**src/rtl/u8u16_pkg.sv**
```systemverilog
// ----------------------------------------------------------------------------
// u8u16_pkg
// Shared types and constants of the UTF-8 to UTF-16 decoder.
// ----------------------------------------------------------------------------
package u8u16_pkg;

  // Most code units that one input byte can cause
  localparam int unsigned MAX_UNITS = 4;
  localparam int unsigned CNT_W     = $clog2(MAX_UNITS + 1);
  localparam int unsigned IDX_W     = $clog2(MAX_UNITS);

  localparam logic [15:0] REPLACEMENT  = 16'hFFFD;

  localparam logic [7:0]  ASCII_MAX    = 8'h7F;
  localparam logic [7:0]  LEAD2_MIN    = 8'hC2;
  localparam logic [7:0]  LEAD2_MAX    = 8'hDF;
  localparam logic [7:0]  LEAD3_MIN    = 8'hE0;
  localparam logic [7:0]  LEAD3_MAX    = 8'hEF;
  localparam logic [7:0]  LEAD4_MIN    = 8'hF0;
  localparam logic [7:0]  LEAD4_MAX    = 8'hF4;

  localparam logic [20:0] MIN_CP3      = 21'h000800;
  localparam logic [20:0] MIN_CP4      = 21'h010000;
  localparam logic [20:0] MAX_CP       = 21'h10FFFF;
  localparam logic [20:0] BMP_MAX      = 21'h00FFFF;
  localparam logic [20:0] SURR_MIN     = 21'h00D800;
  localparam logic [20:0] SURR_MAX     = 21'h00DFFF;

  localparam logic [15:0] HI_SURR_BASE = 16'hD800;
  localparam logic [15:0] HI_SURR_LAST = 16'hDBFF;
  localparam logic [15:0] LO_SURR_BASE = 16'hDC00;
  localparam logic [15:0] LO_SURR_LAST = 16'hDFFF;

  // Open sequence: continuation bytes expected, bytes taken, bits so far
  typedef struct packed {
    logic [1:0]  seq_len;
    logic [1:0]  taken;
    logic [20:0] acc;
  } dec_state_t;

  // Code units caused by one byte, in order, and how many are valid
  typedef struct packed {
    logic [MAX_UNITS-1:0][15:0] units;
    logic [CNT_W-1:0]           count;
  } unit_group_t;

endpackage

```
**src/rtl/utf8_to_utf16_decoder_unit.sv**
```systemverilog
// ----------------------------------------------------------------------------
// utf8_to_utf16_decoder_unit
// Streaming UTF-8 to UTF-16 decoder, one byte per input transaction.
// ----------------------------------------------------------------------------
// Input channel: in_valid / in_stall carry one byte (in_byte) and a flag
// (in_end_of_text) that marks the last byte of a text. Output channel:
// out_valid / out_stall carry one UTF-16 code unit (out_code_unit) and
// out_last_of_run, set on the last code unit caused by one input byte.
// A byte that only extends an open sequence causes no output transaction.
// An accepted byte lands in the input register, is decoded into the result
// buffer once that buffer is free, and its code units are offered from there.
// Throughput: one byte per cycle while each byte yields at most one code
// unit and the receiver does not stall; a byte that yields several code units
// holds the output port while the result buffer drains one unit per cycle.
// When the receiver stalls, the current code unit holds; one more byte is
// taken into the input register, then in_stall rises until the buffer frees.
// Reset clears the open sequence and drops all pending transactions.
// ----------------------------------------------------------------------------
module utf8_to_utf16_decoder_unit (
  input  logic        clk,
  input  logic        rst_n,
  input  logic        in_valid,
  output logic        in_stall,
  input  logic [7:0]  in_byte,
  input  logic        in_end_of_text,
  output logic        out_valid,
  input  logic        out_stall,
  output logic [15:0] out_code_unit,
  output logic        out_last_of_run
);

  logic                              in_vld_r;
  logic                              in_vld_nxt;
  logic [7:0]                        byte_r;
  logic                              eot_r;
  u8u16_pkg::dec_state_t             st_r;
  u8u16_pkg::dec_state_t             st_nxt;
  u8u16_pkg::dec_state_t             dec_st;
  u8u16_pkg::unit_group_t            dec_grp;
  logic [u8u16_pkg::MAX_UNITS-1:0][15:0] units_r;
  logic [u8u16_pkg::CNT_W-1:0]       cnt_r;
  logic [u8u16_pkg::CNT_W-1:0]       cnt_nxt;
  logic [u8u16_pkg::IDX_W-1:0]       rd_r;
  logic [u8u16_pkg::IDX_W-1:0]       rd_nxt;
  logic                              in_take;
  logic                              out_take;
  logic                              buf_free;
  logic                              consume;

  u8u16_decode u_decode (
    .byte_i (byte_r),
    .eot_i  (eot_r),
    .st_i   (st_r),
    .st_o   (dec_st),
    .grp_o  (dec_grp)
  );

  assign out_valid       = (cnt_r != '0);
  assign out_code_unit   = units_r[rd_r];
  assign out_last_of_run = (cnt_r == u8u16_pkg::CNT_W'(1));
  assign out_take        = out_valid && !out_stall;
  // The buffer may be reloaded when empty or when its last unit leaves now
  assign buf_free        = !out_valid || (out_last_of_run && !out_stall);
  assign consume         = in_vld_r && buf_free;
  assign in_stall        = in_vld_r && !buf_free;
  assign in_take         = in_valid && !in_stall;

  always_comb begin
    in_vld_nxt = in_vld_r;
    if (in_take) begin
      in_vld_nxt = 1'b1;
    end else if (consume) begin
      in_vld_nxt = 1'b0;
    end
  end

  always_comb begin
    cnt_nxt = cnt_r;
    rd_nxt  = rd_r;
    st_nxt  = st_r;
    if (consume) begin
      cnt_nxt = dec_grp.count;
      rd_nxt  = '0;
      st_nxt  = dec_st;
    end else if (out_take) begin
      cnt_nxt = cnt_r - u8u16_pkg::CNT_W'(1);
      rd_nxt  = rd_r + u8u16_pkg::IDX_W'(1);
    end
  end

  always_ff @(posedge clk) begin
    if (!rst_n) begin
      in_vld_r <= 1'b0;
      cnt_r    <= '0;
      rd_r     <= '0;
      st_r     <= '0;
    end else begin
      in_vld_r <= in_vld_nxt;
      cnt_r    <= cnt_nxt;
      rd_r     <= rd_nxt;
      st_r     <= st_nxt;
    end
  end

  always_ff @(posedge clk) begin
    if (in_take) begin
      byte_r <= in_byte;
      eot_r  <= in_end_of_text;
    end
    if (consume) begin
      units_r <= dec_grp.units;
    end
  end

endmodule

```
**src/rtl/u8u16_decode.sv**
```systemverilog
// ----------------------------------------------------------------------------
// u8u16_decode
// Decodes one UTF-8 byte against the open sequence state into a group of
// UTF-16 code units and the next sequence state.
// ----------------------------------------------------------------------------
module u8u16_decode (
  input  logic [7:0]             byte_i,
  input  logic                   eot_i,
  input  u8u16_pkg::dec_state_t  st_i,
  output u8u16_pkg::dec_state_t  st_o,
  output u8u16_pkg::unit_group_t grp_o
);

  logic                     is_cont;
  logic                     seq_open;
  logic [2:0]               taken;
  logic [20:0]              cp;
  logic                     complete;
  logic                     bad;
  logic [20:0]              v;
  logic                     is_ascii;
  logic                     lead2;
  logic                     lead3;
  logic                     lead4;
  logic                     opens;
  logic                     lead_has;
  logic [15:0]              lead_unit;
  u8u16_pkg::dec_state_t    lead_st;
  logic [u8u16_pkg::IDX_W-1:0] pre;

  assign is_cont  = (byte_i[7:6] == 2'b10);
  assign seq_open = (st_i.seq_len != 2'd0);
  assign taken    = {1'b0, st_i.taken} + 3'd1;
  assign cp       = {st_i.acc[14:0], byte_i[5:0]};
  assign complete = (taken == ({1'b0, st_i.seq_len} + 3'd1));
  assign bad      = ((taken == 3'd3) && (cp < u8u16_pkg::MIN_CP3))
                 || ((taken == 3'd4) && (cp < u8u16_pkg::MIN_CP4))
                 || (cp > u8u16_pkg::MAX_CP)
                 || ((cp >= u8u16_pkg::SURR_MIN) && (cp <= u8u16_pkg::SURR_MAX));
  assign v        = cp - u8u16_pkg::MIN_CP4;

  assign is_ascii = (byte_i <= u8u16_pkg::ASCII_MAX);
  assign lead2    = (byte_i >= u8u16_pkg::LEAD2_MIN) && (byte_i <= u8u16_pkg::LEAD2_MAX);
  assign lead3    = (byte_i >= u8u16_pkg::LEAD3_MIN) && (byte_i <= u8u16_pkg::LEAD3_MAX);
  assign lead4    = (byte_i >= u8u16_pkg::LEAD4_MIN) && (byte_i <= u8u16_pkg::LEAD4_MAX);
  assign opens    = lead2 | lead3 | lead4;
  // A lead that opens a sequence on the last byte is truncated at once
  assign lead_has  = !opens || eot_i;
  assign lead_unit = is_ascii ? {8'h00, byte_i} : u8u16_pkg::REPLACEMENT;

  always_comb begin
    lead_st = '0;
    if (opens && !eot_i) begin
      lead_st.taken = 2'd1;
      if (lead2) begin
        lead_st.seq_len = 2'd1;
        lead_st.acc     = {16'd0, byte_i[4:0]};
      end else if (lead3) begin
        lead_st.seq_len = 2'd2;
        lead_st.acc     = {17'd0, byte_i[3:0]};
      end else begin
        lead_st.seq_len = 2'd3;
        lead_st.acc     = {18'd0, byte_i[2:0]};
      end
    end
  end

  always_comb begin
    grp_o.units = {u8u16_pkg::MAX_UNITS{u8u16_pkg::REPLACEMENT}};
    grp_o.count = '0;
    st_o        = '0;
    pre         = '0;
    if (seq_open && is_cont) begin
      if (complete) begin
        if (bad) begin
          grp_o.count = taken;
        end else if (cp <= u8u16_pkg::BMP_MAX) begin
          grp_o.units[0] = cp[15:0];
          grp_o.count    = 3'd1;
        end else begin
          grp_o.units[0] = u8u16_pkg::HI_SURR_BASE + {6'd0, v[19:10]};
          grp_o.units[1] = u8u16_pkg::LO_SURR_BASE + {6'd0, v[9:0]};
          grp_o.count    = 3'd2;
        end
      end else if (eot_i) begin
        grp_o.count = taken;
      end else begin
        st_o.seq_len = st_i.seq_len;
        st_o.taken   = taken[1:0];
        st_o.acc     = cp;
      end
    end else begin
      // Replace every byte of a broken sequence, then treat this byte as a lead
      pre = seq_open ? st_i.taken : 2'd0;
      grp_o.units[pre] = lead_unit;
      grp_o.count      = {1'b0, pre} + {2'b00, lead_has};
      st_o             = lead_st;
    end
  end

endmodule

```
**config.mk**
```make
export PLATFORM = sky130hd
export DESIGN_NAME = utf8_to_utf16_decoder_unit
export DESIGN_NICKNAME = d
export VERILOG_FILES = /design/src/rtl/u8u16_pkg.sv /design/src/rtl/utf8_to_utf16_decoder_unit.sv /design/src/rtl/u8u16_decode.sv
export SDC_FILE = /design/constraint.sdc
export NUM_CORES = 1
export LEC_CHECK = 0
export ABC_AREA = 1
export ABC_CLOCK_PERIOD_IN_PS = 2900
export BUFFER_PORTS_ARGS = -buffer_cell sky130_fd_sc_hd__buf_2
export CORE_AREA = 2 2 95 97
export CTS_BUF_LIST = sky130_fd_sc_hd__clkbuf_8
export DETAILED_ROUTE_END_ITERATION = 12
export DIE_AREA = 0 0 97 99
export PLACE_DENSITY_LB_ADDON = 0.15
export SLEW_MARGIN = 10
export SYNTH_ARGS = -nofsm -noshare
export SYNTH_HDL_FRONTEND = slang
export SYNTH_SLANG_ARGS = --single-unit
```
**constraint.sdc**
```tcl
create_clock -name clk -period 2.9 [get_ports clk]
set_input_delay 0.87 -clock clk [delete_from_list [all_inputs] [get_ports clk]]
set_output_delay 0.87 -clock clk [all_outputs]
set_load 0.1 [all_outputs]
```
; Word level (Yosys, flattened, before mapping)
; Cells that the tools add are included.
[totals]
regBits = 98
input_bits = 13
output_inout_bits = 19
elab_cells = 105
[op_classes]
addsub = 8
n_lt_le_gt_ge = 16
n_eq_ne = 6
muxes = 26
bitwise_logic = 6
n_reduce_logical = 31
[op_table]
columns = cell, n
row1 = 2-to-1 mux 25 bit, 4
row2 = 2-to-1 mux 16 bit, 4
row3 = 2-to-1 mux 32 bit, 2
row4 = inverter 60 bit, 1
row5 = bitwise OR 60 bit, 1
row6 = "less-or-equal comparator 21 x 16 -> 1 bit, second input constant", 2
row7 = 2-to-1 mux 35 bit, 1
row8 = "adder 15 x 11 -> 16 bit, first input constant", 2
row9 = binary-select mux 16 bit (select 2 bit), 1
row10 = demux 16 bit (select 2 bit), 1
row11 = "greater-or-equal comparator 8 bit, second input constant", 3
row12 = "less-or-equal comparator 8 bit, second input constant", 3
row13 = "greater-or-equal comparator 21 x 16 -> 1 bit, second input constant", 1
row14 = "> comparator 21 bit, second input constant", 1
row15 = "< comparator 21 x 12 -> 1 bit, second input constant", 1
row16 = "< comparator 21 x 17 -> 1 bit, second input constant", 1
row17 = 2-to-1 mux 21 bit, 1
row18 = "subtractor 20 x 17 -> 20 bit, second input constant", 1
row19 = 2-to-1 mux 19 bit, 1
row20 = 2-to-1 mux 3 bit, 5
row21 = logical AND 1 bit, 14
row22 = "less-or-equal comparator 8 x 7 -> 1 bit, second input constant", 1
row23 = "adder 2 x 1 -> 3 bit, second input constant", 2
row24 = logical NOT 1 bit, 6
row25 = other kinds (22), 33

; Depth between registers and ports, before layout
; Gate-level depths: netlist (run 1).
[logic_depth]
word_depth = 10
mapped_depth = 13
depth_no_buf = 13

; By module
; A second synthesis (run 1) with hierarchy kept.
[unflattened]
cells_unflattened = 639
area_unflattened_um2 = 5437.7
[modules_own_cells]
columns = mod, instances, cells_each, area_each_um2, seq_area_each_um2
row1 = utf8_to_utf16_decoder_unit, 1, 328, 3928.8, 2812.7
row2 = u8u16_decode, 1, 311, 1508.9, 0.0

; Least setup slack after synthesis (run 1)
; OpenSTA, ideal clock, no wires.
[synth_timing]
path_type = reg2reg
startpoint = register cnt_r[1] in the netlist's numbering
endpoint = register st_r[1] in the netlist's numbering
setup_time_ps = 128
arrival_ps = 3632
t_required_ps = 2772
slack_ps = -860
path_stages_with_launch = 13
n_path_buf = 1
synth_period_minus_slack_ps = 3760
path_cell_list = dfxtp_1 inv_1 ha_1 inv_1 nor2_1 nand2_1 nand2_1 inv_1 nor2_4 inv_2 nand2_1 buf_2 o32ai_1
[synth_via]
elab_chain_len = 4
word_cells_on_any_way = 6
cone_classes = eq/ne (1) / reduce/logical (5)
[synth_rtl]
columns = element, line
row1 = from (decl), utf8_to_utf16_decoder_unit.sv:41  ; logic [u8u16_pkg::CNT_W-1:0] cnt_r;
row2 = from (signal assigned), utf8_to_utf16_decoder_unit.sv:99  ; cnt_r <= cnt_nxt;
row3 = == test 3 x 1 -> 1 bit, utf8_to_utf16_decoder_unit.sv:60  ; assign out_last_of_run = (cnt_r == u8u16_pkg::CNT_W'(1));
row4 = net out_last_of_run, utf8_to_utf16_decoder_unit.sv:29  ; output logic out_last_of_run
row5 = logical AND 1 bit, utf8_to_utf16_decoder_unit.sv:63  ; assign buf_free = !out_valid || (out_last_of_run && !out_stall);
row6 = logical OR 1 bit, utf8_to_utf16_decoder_unit.sv:63
row7 = logical AND 1 bit, utf8_to_utf16_decoder_unit.sv:64  ; assign consume = in_vld_r && buf_free;
row8 = net consume, utf8_to_utf16_decoder_unit.sv:48  ; logic consume;
row9 = to (signal assigned), utf8_to_utf16_decoder_unit.sv:101  ; st_r <= st_nxt;
row10 = to (decl), utf8_to_utf16_decoder_unit.sv:36  ; u8u16_pkg::dec_state_t st_r;
; The timed path passes the listed nets, and every way through them passes these cells.
; A chain may end at the register's enable or synchronous reset.

; Worst setup path after layout (run 1)
[layout_timing]
startpoint = register rd_r[0] in the netlist's numbering
endpoint = output port out_code_unit[8]
[layout_via]
elab_chain_len = 2
[layout_rtl]
columns = element, line
row1 = from (decl), utf8_to_utf16_decoder_unit.sv:43  ; logic [u8u16_pkg::IDX_W-1:0] rd_r;
row2 = from (signal assigned), utf8_to_utf16_decoder_unit.sv:100  ; rd_r <= rd_nxt;
row3 = binary-select mux 16 bit (select 2 bit), utf8_to_utf16_decoder_unit.sv:59  ; assign out_code_unit = units_r[rd_r];
row4 = 2-to-1 mux 16 bit (implied by the code), utf8_to_utf16_decoder_unit.sv:59
row5 = to (decl), utf8_to_utf16_decoder_unit.sv:28  ; output logic [15:0] out_code_unit,
; No other way between the ends. The select of a mux whose other input is x is not followed.

==> flow_summary_export.csv, run 1 <==
group,metric,value,unit
setup_path,criticalPathCategory,"flop to primary output",
pwr,p_leak,1.685,nW
setup_path,cp_max_fo,22,
pwr,switching_share,48.80,%
placed_design,dp_hpwl,7.318,mm
clock_network,cts_max_level,3,
pwr,p_int,2.258,mW
grt,antenna_found_initial,0,
route,drt_iter0_markers,231,
timing,post-route-period-util,92.38,%
synth,ys_seq_area_share,51.70,%
grt,grt_pass1_wl,16.17,mm
min_path,min_from,"st_r[24]",
clock_network,insertion_delay,0.35,ns
synth,netlist_area,4163,µm²
setup_path,worstPathRequired,2.03,ns
grt,grt_max_degree,53,
timing,setup_violations,0,
synth,ys_ff_latch,80,
floorplan,initial_core_util,48.68,%
floorplan,core_area,8551,µm²
route,drc,0,
pwr,seqPwrFrac,32.8,%
setup_path,r2r-start,"st_r[21]",
timing,fin_setup_tns,0,ns
floorplan,ioPinCount,32,
synth,ys.flop_type,"edfxtp_1",
timing,rsz0062_at_grt,"false",
pwr,power.density,915.2,nW/µm²
route,firstDrtPassIters,5,
synth,synth.top_cells.by_area,"edfxtp_1, dfxtp_1, nand2_1, nor2_1, inv_1",
clock_network,clockRootBuffer,"clkbuf_8",
synth,yosysTopAreaCell,"edfxtp_1",
route,ant_nets,0,
clock_network,clk_pin_slew,0.08,ns
route,post_drt_via_cell_ratio,5.563,
final_layout,drive_gt1_share,19.34,%
route,drt_wl_total,9.759,mm
setup_path,worstReg2RegEnd,"st_r[10]",
synth,synthTopCellsByCount,"nand2_1, nor2_1, edfxtp_1",
pwr,vdd_drop_max,0.4615,mV
final_layout,final_net_count,537,
synth,yosysTopAreaCellShare,39.68,%
floorplan,die-area,9603,µm²
timing,finalCriticalPeriod,2.679,ns
grt,grt_pass1_vias,3295,
clock_network,cts.path.max_buffers,2,
clock_network,post_cts_buffers,0,
setup_path,start_kind,"flop",
clock_network,cts.sinks,80,
timing,report.final.slew_viol_count,0,
setup_path,rrSetupSlack,0.46,ns
min_path,hold_path.class,"flop to flop",
route,vias,3477,
clock_network,numCtsBuffers,9,
job,max_cap_violations,0,
timing,relSlewSlack,67.62,%
min_path,whs_path_depth,2,
timing,hold_viol,0,
setup_path,r2r_cells,8,
synth,synthCells,472,
timing,fmax,0.3733,GHz
setup_path,critPathBufInv,2,
synth,syn-num-nets,497,
final_layout,syn2layout_area_growth,15.75,%
synth,synth.most_common_cell,"nand2_1",
placed_design,gp_congestion,0.9255,
status,status,"completed",
setup_path,max_stage_delay,0.43,ns
synth,synth_edf_count,55,
synth,yosys_warnings,0,
synth,ys_types,31,
floorplan,dieWidth,97,µm
floorplan,row_count,34,
setup_path,critical_path_arrival,1.81,ns
setup_path,crit_family,"buffers and inverters",
pwr,pwr-share-clk,20.2,%
placed_design,io_buffer_count,31,
clock_network,cts_tree,"built",
pwr,p_total,4.410,mW
route,routedWlPerCell,15.61,µm
setup_path,path_cells,"buf_4 > nor2_1 > nor2_1 > o21ai_2 > o21ai_2 > buf_2",
timing,worst_pin_slew,0.4891,ns
grt,grt_overflow,0,
synth,ys_async_sr_fraction,0,%
pwr,combPwrFrac,47.1,%
final_layout,antenna_cells,0,
setup_path,slowest_stage,"buf_2",
min_path,min_to,"st_r[24]",
floorplan,die_h,99,µm
setup_path,end_kind,"primary output",
timing,fin_skew,0.009221,ns
pwr,power.switching,2.152,mW
synth,syn-mean-instance-area,8.819,µm²
grt,grt_use_total,21.22,%
## final cells by class
class	count	area (µm²)
tap	108	135.1
timing repair buffer	38	242.7
clock buffer	9	123.9
inverter	58	222.7
multi-input combinational	325	1852
sequential	80	2152
clock inverter	7	90.09
fill	764	3732
## cells in the final DEF (no fill, tap or decap), types with 12 or more instances in the layout
cell type	instances
ha_1	12
edfxtp_1	55
nand2_1	75
inv_1	55
a21oi_1	29
buf_2	27
nor2_1	66
o21ai_0	29
nand3_1	19
dfxtp_1	25
## stage by stage
step	cells	util (%)	hold slack (ns)	area [µm²]	setup WS (ns)
global route	625	56.35	0.5224	4818	0.05636
detailed placement	609	53.72	0.4863	4593	0.2419
global placement	609	53.72	0.4769	4593	0.3213
CTS	625	56.22	0.4999	4807	0.07358
floorplan	472	-	0.4612	4258	-0.1746
finish	625	56.35	0.4950	4818	0.2209
## power by group through the flow
| stage | Clock (mW) | Sequential [mW] | Combinational, mW |
|---|---|---|---|
| global placement | 0 | 1.47 | 2.05 |
| global route | 0.942 | 1.46 | 2.20 |
| floorplan | 0 | 1.46 | 1.71 |
| CTS | 0.892 | 1.45 | 2.07 |
| finish | 0.889 | 1.45 | 2.08 |
| detailed placement | 0 | 1.47 | 2.07 |
## state kept, by name, summed over array words and instances, names as in the netlist
register and cells:
byte_r 8, cnt_r 3, eot_r 1, in_vld_r 1, rd_r 2, st_r 19, units_r 46
## worst min-delay path: cells and delay by family, from the launching register on
family,cells,cell delay [ns]
AND/OR/NAND/NOR,1,0.06
AO/OA/AOI/OAI,1,0.06
flip-flops,1,0.33
## how the worst max path moves through the flow
| stage | to | startpoint | slack [ns] | cells past startpoint |
|---|---|---|---|---|
| 3_5_place_dp | out_code_unit[11] | rd_r[0] | 0.24 | 4 |
| 3_3_place_gp | out_code_unit[10] | rd_r[0] | 0.32 | 6 |
| 6_report | out_code_unit[8] | rd_r[0] | 0.22 | 6 |
| 2_1_floorplan | out_code_unit[10] | rd_r[0] | -0.17 | 3 |
| 5_1_grt | out_code_unit[15] | rd_r[0] | 0.06 | 6 |
| 4_1_cts | out_code_unit[11] | rd_r[0] | 0.07 | 6 |
## what timing repair did
action	in CTS	in global routing
gates resized for setup	1	4
endpoints found under the setup margin	8	8
hold buffers	0	0
## logic make-up after synthesis
group / count (synthesis) / share of synthesized area, %
adders and majority gates: 12 / 3.607
DFF: 80 / 51.70
buffers and inverters: 67 / 6.132
xor gates and xnor gates: 7 / 1.473
and+or+nand+nor: 198 / 22.36
AOI/OAI and AO/OA: 108 / 14.73
## layer usage
layer | up-vias | global-route usage, % | wire length (µm)
li1 | 1698 | - | -
met1 | 1661 | 27.52 | 4349
met2 | 97 | 35.47 | 4730
met3 | 21 | 4.255 | 444
met4 | 0 | 7.909 | 233
met5 | - | 0 | 0
No activity file was read; power rests on OpenSTA's default activity.
==> run 2, diff against run 1 <==
CORE_AREA = 2 2 68 135   (was 2 2 95 97)
DIE_AREA = 0 0 70 137   (was 0 0 97 99)
SLEW_MARGIN = 20   (was 10)
==> run 2 against run 1 <==
Compared with the run above:
- combinational power about the same
- highest routed layer unchanged
- cell count down 1.3%
- first-iteration DRC count up 35%
- critical path type unchanged
- worst setup slack worse by 0.027 ns
==> flow_summary_export.csv, run 2 (synthesized netlist as in run 1, its figures left out) <==
group,metric,value,unit
placed_design,dp_hpwl,8.254,mm
final_layout,reg_top3,"units_r: 46 flops, st_r: 19 flops, byte_r: 8 flops",
pwr,switching_share,48.93,%
timing,fmax,0.3696,GHz
final_layout,final_net_count,537,
clock_network,insertion_delay,0.37,ns
setup_path,worstPathRequired,2.03,ns
timing,relSlewSlack,67.63,%
timing,worst_pin_slew,0.4890,ns
final_layout,largest_reg_flops,46,
timing,hold_viol,0,
pwr,combPwrFrac,46.9,%
clock_network,cts.sinks,80,
grt,grt_overflow,0,
pwr,power.density,921.9,nW/µm²
setup_path,rrSetupSlack,0.40,ns
floorplan,ioPinCount,32,
floorplan,row_count,48,
clock_network,cts.path.max_buffers,2,
min_path,hold_path.class,"flop to flop",
clock_network,post_cts_resized,0,
final_layout,drive_gt1_share,19.54,%
clock_network,cts.hold.buffers_added,0,
floorplan,dieWidth,70,µm
pwr,p_int,2.267,mW
setup_path,path_cells,"buf_4 > nand2_1 > inv_1 > a21oi_1 > o21ai_2 > buf_2",
setup_path,crit_start,"rd_r[0]",
grt,grt_max_degree,48,
final_layout,design_area,4816,µm²
clock_network,clk_pin_slew,0.08,ns
route,firstDrtPassIters,4,
final_layout,fill_cells,790,
timing,rsz0062_at_grt,"false",
pwr,p_leak,1.685,nW
setup_path,end_kind,"primary output",
timing,hold-worst-slack,0.5081,ns
setup_path,criticalPathCategory,"flop to primary output",
placed_design,io_buffer_count,31,
clock_network,numCtsBuffers,9,
setup_path,max_stage_delay,0.43,ns
setup_path,cp_max_fo,20,
timing,finalCriticalPeriod,2.706,ns
timing,setup_violations,0,
grt,grt_use_total,23.49,%
final_layout,syn2layout_area_growth,15.69,%
grt,antenna_found_initial,0,
setup_path,slowest_stage,"buf_2",
pwr,vdd_drop_max,0.5066,mV
placed_design,gp_congestion,0.9584,
route,post_drt_via_cell_ratio,5.663,
final_layout,final_cell_mix,"nand2_1, nor2_1, edfxtp_1, inv_1",
pwr,power.switching,2.172,mW
final_layout,antenna_cells,0,
route,drt_iter0_markers,312,
route,drt_wl_total,10.64,mm
clock_network,cts_tree,"built",
timing,fin_ws,0.1943,ns
final_layout,top_register,"units_r",
setup_path,r2r_cells,10,
placed_design,place_area,4596,µm²
clock_network,clockRootBuffer,"clkbuf_8",
route,ant_nets,0,
setup_path,r2r-start,"st_r[21]",
setup_path,worstSetupEndpoint,"out_code_unit[15]",
setup_path,worstReg2RegEnd,"st_r[23]",
floorplan,die-area,9590,µm²
final_layout,layout_commonest_cell,"nand2_1",
floorplan,die_h,137,µm
job,max_cap_violations,0,
status,status,"completed",
floorplan,core_area,8528,µm²
pwr,seqPwrFrac,32.7,%
setup_path,start_kind,"flop",
route,drc,0,
floorplan,initial_core_util,48.81,%
grt,grt_pass1_vias,3458,
route,vias,3494,
placed_design,place_ws,0.4721,ns
setup_path,critical_path_arrival,1.84,ns
final_layout,utilization,56.47,%
timing,fin_skew,0.01051,ns
timing,report.final.slew_viol_count,0,
route,routedWlPerCell,17.25,µm
clock_network,post_cts_buffers,0,
grt,grt_pass1_wl,17.12,mm
pwr,pwr-share-clk,20.4,%
clock_network,cts_max_level,3,
timing,post-route-period-util,93.30,%
run 2: cell types whose count changed in the layout (fill, tap and decap cells not counted), sizes merged:
cell    previous run  this run
buf               35        38
clkbuf            12         9
clkinv             2         4
inv               58        56
run 2: power by group through the flow:
stage               combinational, mW  clock, mW  sequential, mW
CTS                              2.10      0.921            1.45
global route                     2.20      0.966            1.47
floorplan                        1.71          0            1.46
detailed placement               2.09          0            1.48
global placement                 2.07          0            1.48
finish                           2.08      0.904            1.45
run 2: through the flow:
stage | std cells | total power, mW | TNS [ns]
floorplan | 472 | 3.172 | -0.3491
global placement | 601 | 3.543 | 0
detailed placement | 601 | 3.573 | 0
CTS | 617 | 4.471 | 0
global route | 617 | 4.630 | 0
finish | 617 | 4.440 | 0
run 2: worst min-delay path by stage:
stage             start       end  slack (ns)  cells past startpoint
6_report       st_r[24]  st_r[24]        0.51                      2
3_3_place_gp   st_r[24]  st_r[24]        0.48                      2
2_1_floorplan  st_r[24]  st_r[24]        0.46                      2
3_5_place_dp   st_r[24]  st_r[24]        0.49                      2
4_1_cts        st_r[24]  st_r[24]        0.51                      2
5_1_grt        st_r[24]  st_r[24]        0.54                      2
run 2: cell type report:
type                            count  area [µm²]  area share, %
Tap cell                          100       125.1          2.598
Sequential cell                    80        2152          44.69
Clock buffer                        9       123.9          2.572
Multi-Input combinational cell    325        1848          38.37
Inverter                           58       222.7          4.625
Clock inverter                      7       96.34          2.001
Timing Repair Buffer               38       247.7          5.144
run 2: routing by layer:
metal / share of wire [%] / vias to the layer above / global-route usage [%]
met3: 4.5 / 35 / 4.934
met5: 0 / - / 0
li1: - / 1698 / -
met4: 4.8 / 0 / 13.35
met1: 35 / 1626 / 23.26
met2: 56 / 135 / 44.34
run 2: worst max-delay path: cells and delay by family, from the launching register on:
family | cells | cell delay [ns]
buffers and inverters | 3 | 0.82
AOI/OAI and AO/OA | 2 | 0.19
DFF | 1 | 0.38
and+or+nand+nor | 1 | 0.07
==> run 3, diff against run 2 <==
BUFFER_PORTS_ARGS = -buffer_cell sky130_fd_sc_hd__clkbuf_2   (was -buffer_cell sky130_fd_sc_hd__buf_2)
SLEW_MARGIN = not set   (was 20)
==> run 3 against run 2 <==
Compared with the run above:
- combinational power rose by 21%
- critical path depth up 1
- first-iteration DRC count shrank 17%
- register-to-register slack got worse by 0.03 ns
- global-route usage is 0.40 points lower
- worst hold slack worse by 0.0017 ns
- flip-flop and latch count unchanged
- non-clock buffer count unchanged
- via count shrank 1.1%
- core utilization increased by 2.3 points
- count of clock-buffer cells in the layout unchanged
- clock skew fell by 0.0028 ns
- critical path type unchanged
==> flow_summary_export.csv, run 3 (synthesized netlist as in run 1, its figures left out) <==
group,metric,value,unit
min_path,min_from,"st_r[24]",
setup_path,max_stage_delay,0.36,ns
pwr,power.density,947.8,nW/µm²
grt,antenna_found_initial,0,
final_layout,antenna_cells,0,
setup_path,end_kind,"primary output",
final_layout,fin_cells,617,
setup_path,worstPathRequired,2.03,ns
timing,rsz0062_at_grt,"false",
grt,grt_max_degree,53,
route,routedWlPerCell,16.85,µm
final_layout,syn2layout_area_growth,20.38,%
route,drc,0,
floorplan,ioPinCount,32,
final_layout,utilization,58.76,%
grt,grt_pass1_vias,3311,
pwr,combPwrFrac,52.8,%
clock_network,numCtsBuffers,9,
min_path,hold_path.class,"flop to flop",
floorplan,die_h,137,µm
clock_network,insertion_delay,0.36,ns
timing,setup_violations,0,
final_layout,reg_top3,"units_r: 46 flops, st_r: 19 flops, byte_r: 8 flops",
final_layout,top_register,"units_r",
clock_network,clockRootBuffer,"clkbuf_8",
placed_design,place_inst,601,
timing,relSlewSlack,63.99,%
floorplan,dieWidth,70,µm
floorplan,die-area,9590,µm²
setup_path,cp_max_fo,21,
setup_path,crit_start,"rd_r[0]",
pwr,seqPwrFrac,30.6,%
route,drt_iter0_markers,259,
grt,grt_use_total,23.09,%
setup_path,r2r-start,"st_r[21]",
setup_path,start_kind,"flop",
floorplan,initial_core_util,48.81,%
floorplan,row_count,48,
clock_network,post_cts_buffers,0,
clock_network,cts.sinks,80,
setup_path,crit_family,"buffers and inverters",
timing,worst_pin_slew,0.5424,ns
clock_network,cts_tree,"built",
timing,fin_setup_tns,0,ns
clock_network,cts_max_level,3,
setup_path,critical_path_arrival,1.77,ns
route,drt_wl_total,10.40,mm
placed_design,gp_congestion,0.9868,
timing,report.final.slew_viol_count,0,
clock_network,post_cts_resized,0,
final_layout,final_cell_mix,"nand2_1, nor2_1, edfxtp_1, inv_1, o21ai_0",
grt,grt_overflow,0,
route,vias,3456,
timing,fin_ws,0.2609,ns
timing,fmax,0.3789,GHz
pwr,p_leak,1.771,nW
placed_design,dp_hpwl,8.112,mm
pwr,switching_share,46.69,%
final_layout,drive_gt1_share,19.15,%
placed_design,place_ws,0.4262,ns
job,max_cap_violations,0,
pwr,pwr-share-clk,16.6,%
setup_path,criticalPathCategory,"flop to primary output",
final_layout,fill_cells,760,
final_layout,layout_commonest_cell,"nand2_1",
floorplan,core_area,8528,µm²
grt,grt_pass1_wl,16.82,mm
placed_design,io_buffer_count,31,
timing,fin_skew,0.007728,ns
pwr,p_int,2.532,mW
status,status,"completed",
clock_network,cts.hold.buffers_added,0,
timing,finalCriticalPeriod,2.639,ns
final_layout,largest_reg_flops,46,
route,ant_nets,0,
timing,post-route-period-util,91.00,%
final_layout,final_net_count,537,
pwr,power.switching,2.218,mW
setup_path,slowest_stage,"dfxtp_1",
setup_path,critPathBufInv,3,
setup_path,path_cells,"buf_4 > nor2_1 > nor2_1 > o21ai_0 > buf_4 > o21ai_1 > buf_12",
clock_network,cts.path.max_buffers,2,
clock_network,clk_pin_slew,0.08,ns
timing,hold_viol,0,
pwr,vdd_drop_max,0.5244,mV
route,post_drt_via_cell_ratio,5.601,
route,firstDrtPassIters,5,
==> run 3: cell types whose count changed in the layout (fill, tap and decap cells not counted) <==
cell        delta
clkinv_2       +1
clkbuf_2      +14
bufinv_16      -1
buf_12        +15
inv_1          +1
clkinvlp_4     -2
buf_4          +1
buf_2         -30
clkinv_1       +1
==> run 3: area by class of cell <==
type	count	area (µm²)	area share (%)
Clock inverter	7	63.81	1.273
Inverter	58	222.7	4.444
Clock buffer	9	123.9	2.472
Sequential cell	80	2152	42.95
Timing Repair Buffer	38	475.5	9.488
Tap cell	100	125.1	2.497
Multi-Input combinational cell	325	1848	36.88
==> run 3: worst paths after layout <==
check	cells past startpoint	slack, ns	end
max	7	0.26	out_code_unit[10]
min	2	0.51	st_r[24]
max reg2reg	10	0.37	st_r[24]
min reg2reg	2	0.51	st_r[24]
==> run 3: stage by stage <==
step / power, mW / area [µm²] / hold slack [ns]
CTS: 4.781 / 5011 / 0.5115
floorplan: 3.172 / 4258 / 0.4612
finish: 4.750 / 5011 / 0.5064
global route: 4.936 / 5011 / 0.5427
detailed placement: 4.002 / 4823 / 0.5001
global placement: 3.978 / 4823 / 0.4766
==> run 3: power groups by stage <==
| stage | logic (mW) | registers [mW] | clock network [mW] |
|---|---|---|---|
| 3_3_place_gp | 2.51 | 1.47 | 0 |
| 6_report | 2.51 | 1.45 | 0.788 |
| 5_1_grt | 2.63 | 1.46 | 0.846 |
| 4_1_cts | 2.53 | 1.45 | 0.801 |
| 2_1_floorplan | 1.71 | 1.46 | 0 |
| 3_5_place_dp | 2.52 | 1.48 | 0 |
==> run 3: worst register-to-register path, stage by stage (launching register included) <==
cell and delay (ns):
dfxtp_1 0.42, clkinv_1 0.25, ha_1 0.42, xor2_1 0.20, nand3_2 0.19, nand2_1 0.12
nor2_1 0.27, inv_1 0.24, nand2_1 0.16, nand2_1 0.06, a21oi_1 0.14
==> run 3: metal layers <==
metal  wire length (µm)  global-route usage, %  part of all wire, %  vias up
met5                  0                      0                    0        -
met4                500                  14.53                  4.8        0
met3                391                  4.418                  3.8       31
met2               5854                  42.80                   56      105
met1               3653                  23.22                   35     1621
li1                   -                      -                    -     1699
